`src/design/tach_pkg.sv`:
```
// Shared types, constants and register codes of the pulse-period tachometer.
package tach_pkg;

  localparam int TS_W      = 32;
  localparam int RPM_W     = 16;
  localparam int TURNS_W   = 4;
  localparam int CFG_IDX_W = 2;
  localparam int CFG_DAT_W = 32;

  // 60000000 * 15 stays below 2**30, so the dividend needs 30 bits.
  localparam int NUM_W     = 30;
  localparam int unsigned USEC_PER_MINUTE = 60000000;

  localparam int TACH_RING_DEPTH = 8;

  localparam logic [TS_W-1:0]    MIN_INTERVAL_RESET = TS_W'(1000);
  localparam logic [TS_W-1:0]    MAX_INTERVAL_RESET = TS_W'(1000000);
  localparam logic [TURNS_W-1:0] TURNS_RESET        = TURNS_W'(1);

  typedef enum logic [CFG_IDX_W-1:0] {
    CFG_MIN_INTERVAL = 2'd0,
    CFG_MAX_INTERVAL = 2'd1,
    CFG_TURNS        = 2'd2
  } tach_reg_t;

  typedef struct packed {
    logic [TS_W-1:0]    min_interval_us;
    logic [TS_W-1:0]    max_interval_us;
    logic [TURNS_W-1:0] turns_per_window;
  } tach_cfg_t;

endpackage

```
`src/design/tach_pulse_if.sv`:
```
// Channel carrying one timestamped rising edge of the pulse line.
interface tach_pulse_if;
  import tach_pkg::*;

  logic            valid;
  logic            ready;
  logic [TS_W-1:0] timestamp_us;

  modport source (output valid, output timestamp_us, input ready);
  modport sink (input valid, input timestamp_us, output ready);
endinterface

```
`src/design/tach_result_if.sv`:
```
// Channel carrying one speed result.
interface tach_result_if;
  import tach_pkg::*;

  logic             valid;
  logic             ready;
  logic             accepted;
  logic [RPM_W-1:0] rpm;
  logic             zero_window;
  logic             saturated;

  modport source (output valid, output accepted, output rpm, output zero_window,
                  output saturated, input ready);
  modport sink (input valid, input accepted, input rpm, input zero_window,
                input saturated, output ready);
endinterface

```
`src/design/tach_cfg_if.sv`:
```
// Register write channel of the tachometer.
interface tach_cfg_if;
  import tach_pkg::*;

  logic                 valid;
  logic                 ready;
  logic [CFG_IDX_W-1:0] index;
  logic [CFG_DAT_W-1:0] data;

  modport source (output valid, output index, output data, input ready);
  modport sink (input valid, input index, input data, output ready);
endinterface

```
`src/design/tach_queue.sv`:
```
// Two-entry queue between the edge front end and the divider back end.
module tach_queue #(
  parameter int WIDTH = 36
) (
  input  logic             clk,
  input  logic             rst,
  input  logic             push,
  input  logic [WIDTH-1:0] push_data,
  output logic             full,
  input  logic             pop,
  output logic [WIDTH-1:0] pop_data,
  output logic             empty
);

  logic [WIDTH-1:0] entries [2];
  logic             wr_ptr;
  logic             rd_ptr;
  logic [1:0]       count;
  logic             do_push;
  logic             do_pop;

  assign full     = (count == 2'd2);
  assign empty    = (count == 2'd0);
  assign do_push  = push && !full;
  assign do_pop   = pop && !empty;
  assign pop_data = entries[rd_ptr];

  always_ff @(posedge clk) begin
    if (rst) begin
      wr_ptr <= 1'b0;
      rd_ptr <= 1'b0;
      count  <= 2'd0;
    end else begin
      if (do_push) begin
        entries[wr_ptr] <= push_data;
        wr_ptr          <= ~wr_ptr;
      end
      if (do_pop) begin
        rd_ptr <= ~rd_ptr;
      end
      unique case ({do_push, do_pop})
        2'b10:   count <= count + 2'd1;
        2'b01:   count <= count - 2'd1;
        default: count <= count;
      endcase
    end
  end

endmodule

```
`src/design/tach_front.sv`:
```
// Edge front end: interval, bounce check, interval ring and running sum.
module tach_front #(
  parameter int RING_DEPTH = tach_pkg::TACH_RING_DEPTH,
  parameter int SUM_W      = tach_pkg::TS_W + $clog2(RING_DEPTH)
) (
  input  logic                clk,
  input  logic                rst,
  input  tach_pkg::tach_cfg_t cfg,
  tach_pulse_if.sink          pulse,
  output logic                q_push,
  output logic [SUM_W:0]      q_data,
  input  logic                q_full
);
  import tach_pkg::*;

  localparam int IDX_W = (RING_DEPTH > 1) ? $clog2(RING_DEPTH) : 1;

  typedef enum logic [2:0] {
    F_IDLE,
    F_CHECK,
    F_UPDATE,
    F_PUSH
  } front_state_t;

  front_state_t          state;
  logic [IDX_W-1:0]      write_index;
  logic [IDX_W-1:0]      idx_inc;
  logic [TS_W-1:0]       last_edge;
  logic [TS_W-1:0]       edge_time;
  logic [TS_W-1:0]       interval;
  logic [TS_W-1:0]       stored;
  logic                  pass;
  logic [SUM_W-1:0]      window_sum;
  logic [SUM_W-1:0]      old_value;
  logic [RING_DEPTH-1:0] ring_valid;
  logic                  rd_valid;
  logic [TS_W-1:0]       rd_data;
  logic [TS_W-1:0]       ring_mem [RING_DEPTH];

  assign idx_inc     = (write_index == IDX_W'(RING_DEPTH - 1)) ? '0 : write_index + 1'b1;
  assign old_value   = rd_valid ? SUM_W'(rd_data) : '0;
  assign pulse.ready = (state == F_IDLE);
  assign q_push      = (state == F_PUSH);
  assign q_data      = {pass, window_sum};

  always_ff @(posedge clk) begin
    if (rst) begin
      state       <= F_IDLE;
      write_index <= '0;
      last_edge   <= '0;
      window_sum  <= '0;
      ring_valid  <= '0;
      rd_valid    <= 1'b0;
      pass        <= 1'b0;
    end else begin
      unique case (state)
        F_IDLE: begin
          if (pulse.valid) begin
            interval  <= pulse.timestamp_us - last_edge;
            edge_time <= pulse.timestamp_us;
            state     <= F_CHECK;
          end
        end
        F_CHECK: begin
          pass     <= (interval >= cfg.min_interval_us);
          stored   <= (interval > cfg.max_interval_us) ? '0 : interval;
          rd_valid <= ring_valid[idx_inc];
          state    <= (interval >= cfg.min_interval_us) ? F_UPDATE : F_PUSH;
        end
        F_UPDATE: begin
          window_sum           <= window_sum - old_value + SUM_W'(stored);
          write_index          <= idx_inc;
          ring_valid[idx_inc]  <= 1'b1;
          last_edge            <= edge_time;
          state                <= F_PUSH;
        end
        F_PUSH: begin
          if (!q_full) begin
            state <= F_IDLE;
          end
        end
        default: state <= F_IDLE;
      endcase
    end
  end

  always_ff @(posedge clk) begin
    if (state == F_CHECK) begin
      rd_data <= ring_mem[idx_inc];
    end
    if (state == F_UPDATE) begin
      ring_mem[idx_inc] <= stored;
    end
  end

endmodule

```
`src/design/tach_back.sv`:
```
// Divider back end: bit-serial speed division, clamping and result register.
module tach_back #(
  parameter int SUM_W = tach_pkg::TS_W + $clog2(tach_pkg::TACH_RING_DEPTH)
) (
  input  logic                clk,
  input  logic                rst,
  input  tach_pkg::tach_cfg_t cfg,
  input  logic                q_empty,
  input  logic [SUM_W:0]      q_data,
  output logic                q_pop,
  tach_result_if.source       result
);
  import tach_pkg::*;

  localparam int CNT_W = $clog2(NUM_W);

  typedef enum logic [1:0] {
    B_IDLE,
    B_DIV,
    B_OUT
  } back_state_t;

  back_state_t      state;
  logic [CNT_W-1:0] count;
  logic [SUM_W-1:0] divisor;
  logic [SUM_W-1:0] rem;
  logic [NUM_W-1:0] quo;
  logic             acc_hold;
  logic             zero_hold;
  logic [SUM_W:0]   rem_shift;
  logic [SUM_W:0]   rem_diff;
  logic             rem_ge;
  logic             out_valid;
  logic             out_accepted;
  logic [RPM_W-1:0] out_rpm;
  logic             out_zero;
  logic             out_sat;
  logic             out_free;
  logic             quo_high;

  assign rem_shift = {rem, quo[NUM_W-1]};
  assign rem_diff  = rem_shift - {1'b0, divisor};
  assign rem_ge    = (rem_shift >= {1'b0, divisor});
  assign out_free  = !out_valid || result.ready;
  assign quo_high  = |quo[NUM_W-1:RPM_W];
  assign q_pop     = (state == B_IDLE) && !q_empty;

  assign result.valid       = out_valid;
  assign result.accepted    = out_accepted;
  assign result.rpm         = out_rpm;
  assign result.zero_window = out_zero;
  assign result.saturated   = out_sat;

  always_ff @(posedge clk) begin
    if (rst) begin
      state     <= B_IDLE;
      out_valid <= 1'b0;
      count     <= '0;
    end else begin
      if (state == B_OUT && out_free) begin
        out_valid <= 1'b1;
      end else if (result.ready) begin
        out_valid <= 1'b0;
      end
      unique case (state)
        B_IDLE: begin
          if (!q_empty) begin
            acc_hold  <= q_data[SUM_W];
            divisor   <= q_data[SUM_W-1:0];
            zero_hold <= (q_data[SUM_W-1:0] == '0);
            rem       <= '0;
            quo       <= NUM_W'(USEC_PER_MINUTE * cfg.turns_per_window);
            count     <= '0;
            state     <= (q_data[SUM_W-1:0] == '0) ? B_OUT : B_DIV;
          end
        end
        B_DIV: begin
          rem   <= rem_ge ? rem_diff[SUM_W-1:0] : rem_shift[SUM_W-1:0];
          quo   <= {quo[NUM_W-2:0], rem_ge};
          count <= count + 1'b1;
          if (count == CNT_W'(NUM_W - 1)) begin
            state <= B_OUT;
          end
        end
        B_OUT: begin
          if (out_free) begin
            out_accepted <= acc_hold;
            out_zero     <= zero_hold;
            out_sat      <= !zero_hold && quo_high;
            if (zero_hold) begin
              out_rpm <= '0;
            end else if (quo_high) begin
              out_rpm <= '1;
            end else begin
              out_rpm <= quo[RPM_W-1:0];
            end
            state <= B_IDLE;
          end
        end
        default: state <= B_IDLE;
      endcase
    end
  end

endmodule

```
`src/design/pulse_period_tachometer.sv`:
```
// Path: an edge moves from F_IDLE through F_CHECK, and F_UPDATE when it updates the ring,
// to F_PUSH and the queue; the back end loads it in B_IDLE, forms 30 quotient bits in B_DIV
// and registers the result in B_OUT; a zero sum skips the divide and goes straight to B_OUT.
// The 30-step bit-serial divider takes no new queue entry until B_OUT has registered its result.
// Reset: synchronous rst restores the register values, clears the ring valid bits, index,
// sum and queue; unwritten ring entries read as zero, so no clearing pass is needed.
module pulse_period_tachometer #(
  parameter int RING_DEPTH = tach_pkg::TACH_RING_DEPTH
) (
  input  logic          clk,
  input  logic          rst,
  tach_cfg_if.sink      cfg,
  tach_pulse_if.sink    pulse,
  tach_result_if.source result
);
  import tach_pkg::*;

  localparam int SUM_W = TS_W + $clog2(RING_DEPTH);

  tach_cfg_t      regs;
  logic           q_push;
  logic [SUM_W:0] q_push_data;
  logic           q_full;
  logic           q_pop;
  logic [SUM_W:0] q_pop_data;
  logic           q_empty;

  assign cfg.ready = 1'b1;

  always_ff @(posedge clk) begin
    if (rst) begin
      regs.min_interval_us  <= MIN_INTERVAL_RESET;
      regs.max_interval_us  <= MAX_INTERVAL_RESET;
      regs.turns_per_window <= TURNS_RESET;
    end else if (cfg.valid) begin
      unique case (cfg.index)
        CFG_MIN_INTERVAL: regs.min_interval_us  <= cfg.data[TS_W-1:0];
        CFG_MAX_INTERVAL: regs.max_interval_us  <= cfg.data[TS_W-1:0];
        CFG_TURNS:        regs.turns_per_window <= cfg.data[TURNS_W-1:0];
        default:          regs <= regs;
      endcase
    end
  end

  tach_front #(
    .RING_DEPTH (RING_DEPTH),
    .SUM_W      (SUM_W)
  ) u_front (
    .clk    (clk),
    .rst    (rst),
    .cfg    (regs),
    .pulse  (pulse),
    .q_push (q_push),
    .q_data (q_push_data),
    .q_full (q_full)
  );

  tach_queue #(
    .WIDTH (SUM_W + 1)
  ) u_queue (
    .clk       (clk),
    .rst       (rst),
    .push      (q_push),
    .push_data (q_push_data),
    .full      (q_full),
    .pop       (q_pop),
    .pop_data  (q_pop_data),
    .empty     (q_empty)
  );

  tach_back #(
    .SUM_W (SUM_W)
  ) u_back (
    .clk     (clk),
    .rst     (rst),
    .cfg     (regs),
    .q_empty (q_empty),
    .q_data  (q_pop_data),
    .q_pop   (q_pop),
    .result  (result)
  );

endmodule

```
`src/flat_wrapper.sv`:
```
// flat-port wrapper written by rule: the top's interface ports become plain ports
module pulse_period_tachometer_flat import tach_pkg::*;
#(
  parameter int RING_DEPTH = tach_pkg::TACH_RING_DEPTH
)
  (clk, rst, cfg_valid, cfg_index, cfg_data, cfg_ready, pulse_valid, pulse_timestamp_us, pulse_ready, result_valid, result_accepted, result_rpm, result_zero_window, result_saturated, result_ready);
  tach_cfg_if cfg_i ();
  tach_pulse_if pulse_i ();
  tach_result_if result_i ();
  input  logic clk;
  input  logic rst;
  input wire logic [$bits(cfg_i.valid)-1:0] cfg_valid;
  input wire logic [$bits(cfg_i.index)-1:0] cfg_index;
  input wire logic [$bits(cfg_i.data)-1:0] cfg_data;
  output wire logic [$bits(cfg_i.ready)-1:0] cfg_ready;
  input wire logic [$bits(pulse_i.valid)-1:0] pulse_valid;
  input wire logic [$bits(pulse_i.timestamp_us)-1:0] pulse_timestamp_us;
  output wire logic [$bits(pulse_i.ready)-1:0] pulse_ready;
  output wire logic [$bits(result_i.valid)-1:0] result_valid;
  output wire logic [$bits(result_i.accepted)-1:0] result_accepted;
  output wire logic [$bits(result_i.rpm)-1:0] result_rpm;
  output wire logic [$bits(result_i.zero_window)-1:0] result_zero_window;
  output wire logic [$bits(result_i.saturated)-1:0] result_saturated;
  input wire logic [$bits(result_i.ready)-1:0] result_ready;
  assign cfg_i.valid = cfg_valid;
  assign cfg_i.index = cfg_index;
  assign cfg_i.data = cfg_data;
  assign cfg_ready = cfg_i.ready;
  assign pulse_i.valid = pulse_valid;
  assign pulse_i.timestamp_us = pulse_timestamp_us;
  assign pulse_ready = pulse_i.ready;
  assign result_valid = result_i.valid;
  assign result_accepted = result_i.accepted;
  assign result_rpm = result_i.rpm;
  assign result_zero_window = result_i.zero_window;
  assign result_saturated = result_i.saturated;
  assign result_i.ready = result_ready;
  pulse_period_tachometer #(.RING_DEPTH(RING_DEPTH)) u_core (.clk(clk), .rst(rst), .cfg(cfg_i), .pulse(pulse_i), .result(result_i));
endmodule
```
`config.mk`:
```
export PLATFORM = sky130hd
export DESIGN_NAME = pulse_period_tachometer_flat
export DESIGN_NICKNAME = d
export VERILOG_FILES = /design/src/design/tach_pkg.sv /design/src/design/tach_pulse_if.sv /design/src/design/tach_result_if.sv /design/src/design/tach_cfg_if.sv /design/src/design/tach_queue.sv /design/src/design/tach_front.sv /design/src/design/tach_back.sv /design/src/design/pulse_period_tachometer.sv /design/src/flat_wrapper.sv
export SDC_FILE = /design/constraint.sdc
export NUM_CORES = 1
export LEC_CHECK = 0
export ABC_AREA = 1
export CORE_MARGIN = 4
export CORE_UTILIZATION = 58
export CTS_BUF_LIST = sky130_fd_sc_hd__clkbuf_4
export CTS_CLUSTER_DIAMETER = 40
export DETAILED_ROUTE_END_ITERATION = 8
export DONT_BUFFER_PORTS = 1
export PLACE_DENSITY = 0.8
export SYNTH_ARGS = -nofsm -noshare
export SYNTH_HDL_FRONTEND = slang
export SYNTH_SLANG_ARGS = --single-unit
```
`constraint.sdc`:
```
create_clock -name clk -period 8.24 [get_ports clk]
set_input_delay 1.236 -clock clk [delete_from_list [all_inputs] [get_ports clk]]
set_output_delay 1.236 -clock clk [all_outputs]
set_load 0.005 [all_outputs]
```
==> impl_metrics.csv <==
group,metric,value,unit
outcome,outcome,"complete, no violations",
logic_synthesis,yosys_warnings,0,
pwr,ir_worst_vdd,0.000208,V
floorplan,placementRows,92,
finish,regArea,20600,µm²
timing,finClkSkew,79.4,ps
floorplan,die_height,262,µm
clock_network,clock_path_buffers,3,
drt,drc,0,
logic_synthesis,yosysTopAreaCellShare,46.3,%
logic_synthesis,netlist_instances,4044,
timing,timing.slew.headroom,19.2,%
logic_synthesis,yosysSeqAreaShare,55.1,%
finish,nets,4437,
timing,rsz0062_at_grt,"false",
clock_network,clock-root-buffer,"clkbuf_4",
placed_design,dpl.cell_count,4799,
drt,drt_first_iter_violations,2130,
drt,wl_per_cell,17.1,µm
critical_path,startpoint_type,"flop",
floorplan,dieWidth,262,µm
clock_network,cts_resized,0,
drt,routed_wirelength,87.9,mm
global_route,grt_max_degree,112,
timing,worst_pin_slew,1210,ps
clock_network,cts_max_level,4,
critical_path,cp-end-kind,"flop",
timing,finalHoldViolations,0,
critical_path,r2r_slack,4950,ps
clock_network,clock_sinks,740,
clock_network,worstSkewPairLatency,1070,ps
finish,drive_above_1_share,8.64,%
pwr,p_leak,0.0171,µW
worst_hold_path,hold_path_class,"in -> reg",
critical_path,path_max_fanout,26,
drt,dr_total_vias,28100,
clock_network,cts-buffers-inserted,183,
drt,firstDrtPassIters,8,
global_route,grt_pass1_vias,27600,
timing,fin_crit_sh,40.0,%
finish,final_area,40700,µm²
global_route,antenna_found_initial,2,
logic_synthesis,yosys_register_bits,740,
global_route,grt.total_usage,26.0,%
pwr,power.density,370,nW/µm²
drt,ant_nets,0,
floorplan,die_area,68600,µm²
placed_design,io_buffers,0,
logic_synthesis,avgSynthCellArea,9.24,µm²
floorplan,coreArea,63400,µm²
finish,layout.cells.non_filler,5146,
timing,fmax,304,MHz
global_route,grt_pass1_wl,141,mm
global_route,grt-ovfl-total,0,
timing,finalMaxSlewViolations,0,
finish,nFillCells,5020,
placed_design,place_congestion,1.00,
floorplan,ios,93,
logic_synthesis,postSynthNetCount,4343,
timing,tns,0,ps
logic_synthesis,ys_types,53,
finish,multi_input_area,13900,µm²
pwr,p_total,15100,µW
timing,fin_crit,3290,ps
clock_network,clk_pin_slew,70,ps
placed_design,placedInstanceArea,38300,µm²
flow_run,maxCapViolations,0,
clock_network,hold_buffers,0,
finish,syn_to_final_growth,8.94,%
floorplan,start_util,58.9,%
timing,setup_viol,0,
clock_network,post_cts_buffers,0,
drt,viasPerCell,5.46,
critical_path,cp.arrival,4210,ps
logic_synthesis,syn-cell-area,37400,µm²
clock_network,cts_tree,"built",
logic_synthesis,synth_area_leaders,"edfxtp_1 (46%), dfxtp_1 (8.7%), nand2_1 (6.6%), inv_1 (6.6%), ha_1 (6.4%)",
placed_design,post-dp-hpwl,62.2,mm
critical_path,worst_ep_required_time,9160,ps
finish,final_util,64.2,%
logic_synthesis,post-synth-top-area-cell,"edfxtp_1",
critical_path,path_class,"reg -> reg",
## stage by stage
| stage | hold WS, ps | worst slack, ps |
|---|---|---|
| CTS | 173 | 4910 |
| detailed placement | 411 | 4830 |
| global route | 182 | 4610 |
| floorplan | 400 | 3370 |
| global placement | 429 | 4880 |
| finish | 288 | 4950 |
## power by group
part           switching, µW  internal (µW)  total [µW]  leakage (µW)
registers                398           5050        5450       0.00662
logic                   4450           2100        6550       0.00909
clock network           1510           1560        3070       0.00143
total                   6360           8710       15100        0.0171
## cell usage after synthesis, drive strengths merged
cell,n
a31oi,9
o211ai,19
o221ai,5
a41oi,1
dfxtp,163
a22o,1
fa,37
o21ai,391
a211o,1
mux2,3
nand3,107
nand2,656
nand3b,8
and3,2
nor2,515
o2111ai,32
a22oi,1
inv,661
o21bai,12
conb,1
a21o,11
edfxtp,577
nor3b,1
nor3,38
buf,36
a21oi,350
nand4,35
ha,191
a211oi,3
xnor2,27
o22ai,1
nor4,6
or2,8
clkinv,1
and2,2
xor2,35
a21boi,3
clkbuf,87
a32o,1
o21a,6
## worst paths after layout
kind / to / depth (start not counted) / startpoint
setup / recovery: u_core.u_front.window_sum[24] / 16 / u_core.u_front.rd_valid
hold / removal: u_core.u_front.edge_time[28] / 0 / pulse_timestamp_us[28]
setup reg to reg: u_core.u_front.window_sum[24] / 16 / u_core.u_front.rd_valid
hold reg to reg: u_core.u_back.result.accepted / 0 / u_core.u_back.acc_hold
## cells in the final DEF (no fill, tap or decap), types with 3 or more instances in the layout
cell	synthesis	routed
a211oi_1	3	3
a21o_1	11	11
a21oi_1	350	350
a31oi_1	9	9
buf_4	1	32
clkbuf_4	0	268
clkinv_1	1	50
clkinv_2	0	12
dfxtp_1	163	162
diode_2	0	4
edfxtp_1	577	577
fa_1	37	37
ha_1	191	190
inv_1	655	653
inv_2	6	8
inv_6	0	7
inv_8	0	3
mux2_2	3	3
nand2_1	656	656
nand3_1	107	106
nand3b_1	8	8
nand4_1	34	34
nor2_1	512	499
nor2_2	3	3
nor2_4	0	13
nor3_1	38	35
nor3_2	0	3
nor4_1	5	5
o2111ai_1	32	32
o211ai_1	19	19
o21a_1	6	6
o21ai_0	374	374
o21ai_1	14	14
o21ai_2	3	3
o21bai_1	12	12
o221ai_1	5	5
or2_2	7	7
xnor2_1	27	27
xor2_1	35	35
## cells by family after synthesis
| kind of cell | share of synthesized area [%] |
|---|---|
| AND/OR/NAND/NOR | 14.8 |
| AO/OA/AOI/OAI | 12.2 |
| buffers and inverters | 7.99 |
| flip-flops | 55.1 |
| adder cells (fa/ha/maj) | 8.37 |
| XOR/XNOR | 1.45 |
| multiplexers | 0.0904 |
| other | 0.0100 |
## area by class of cell
class	instances	area share, %
diodes	4	0.0246
clock buffers	268	4.94
clock inverters	75	0.983
inverters	662	6.10
multi-input cells	2519	34.2
flip-flops and latches	740	50.6
well taps	846	2.60
repair buffers	32	0.590
## worst max-delay path, cell delays in order, from the launching register on
cell,delay [ps]
dfxtp_1,430
buf_4,310
nand2_1,100
inv_1,70
ha_1,220
inv_1,60
ha_1,190
inv_1,70
fa_1,420
o21bai_1,240
a21oi_1,170
o21ai_0,490
nand2_1,140
nand3_1,100
nand3_1,80
nand2_1,80
inv_1,40
## state kept, by name, indices dropped and copies added (netlist names), 30 cells and up, named ones only
signal	cells
u_core.u_front.rd_data	32
u_core.u_queue.entries	72
u_core.u_back.quo	30
u_core.u_front.stored	32
u_core.u_front.edge_time	32
u_core.u_front.interval	32
u_core.u_front.window_sum	35
u_core.u_back.rem	35
u_core.u_back.divisor	35
u_core.u_front.last_edge	32
u_core.regs	68
u_core.u_front.ring_mem	256
## layer usage
metal / track usage (%) / up-vias / wire length [µm]
li1: - / 13800 / -
met1: 32.1 / 13000 / 35400
met2: 43.7 / 1074 / 42700
met3: 5.98 / 222 / 6460
met4: 11.8 / 0 / 3380
met5: 0 / - / 0
No activity file was read; power rests on OpenSTA's default activity.
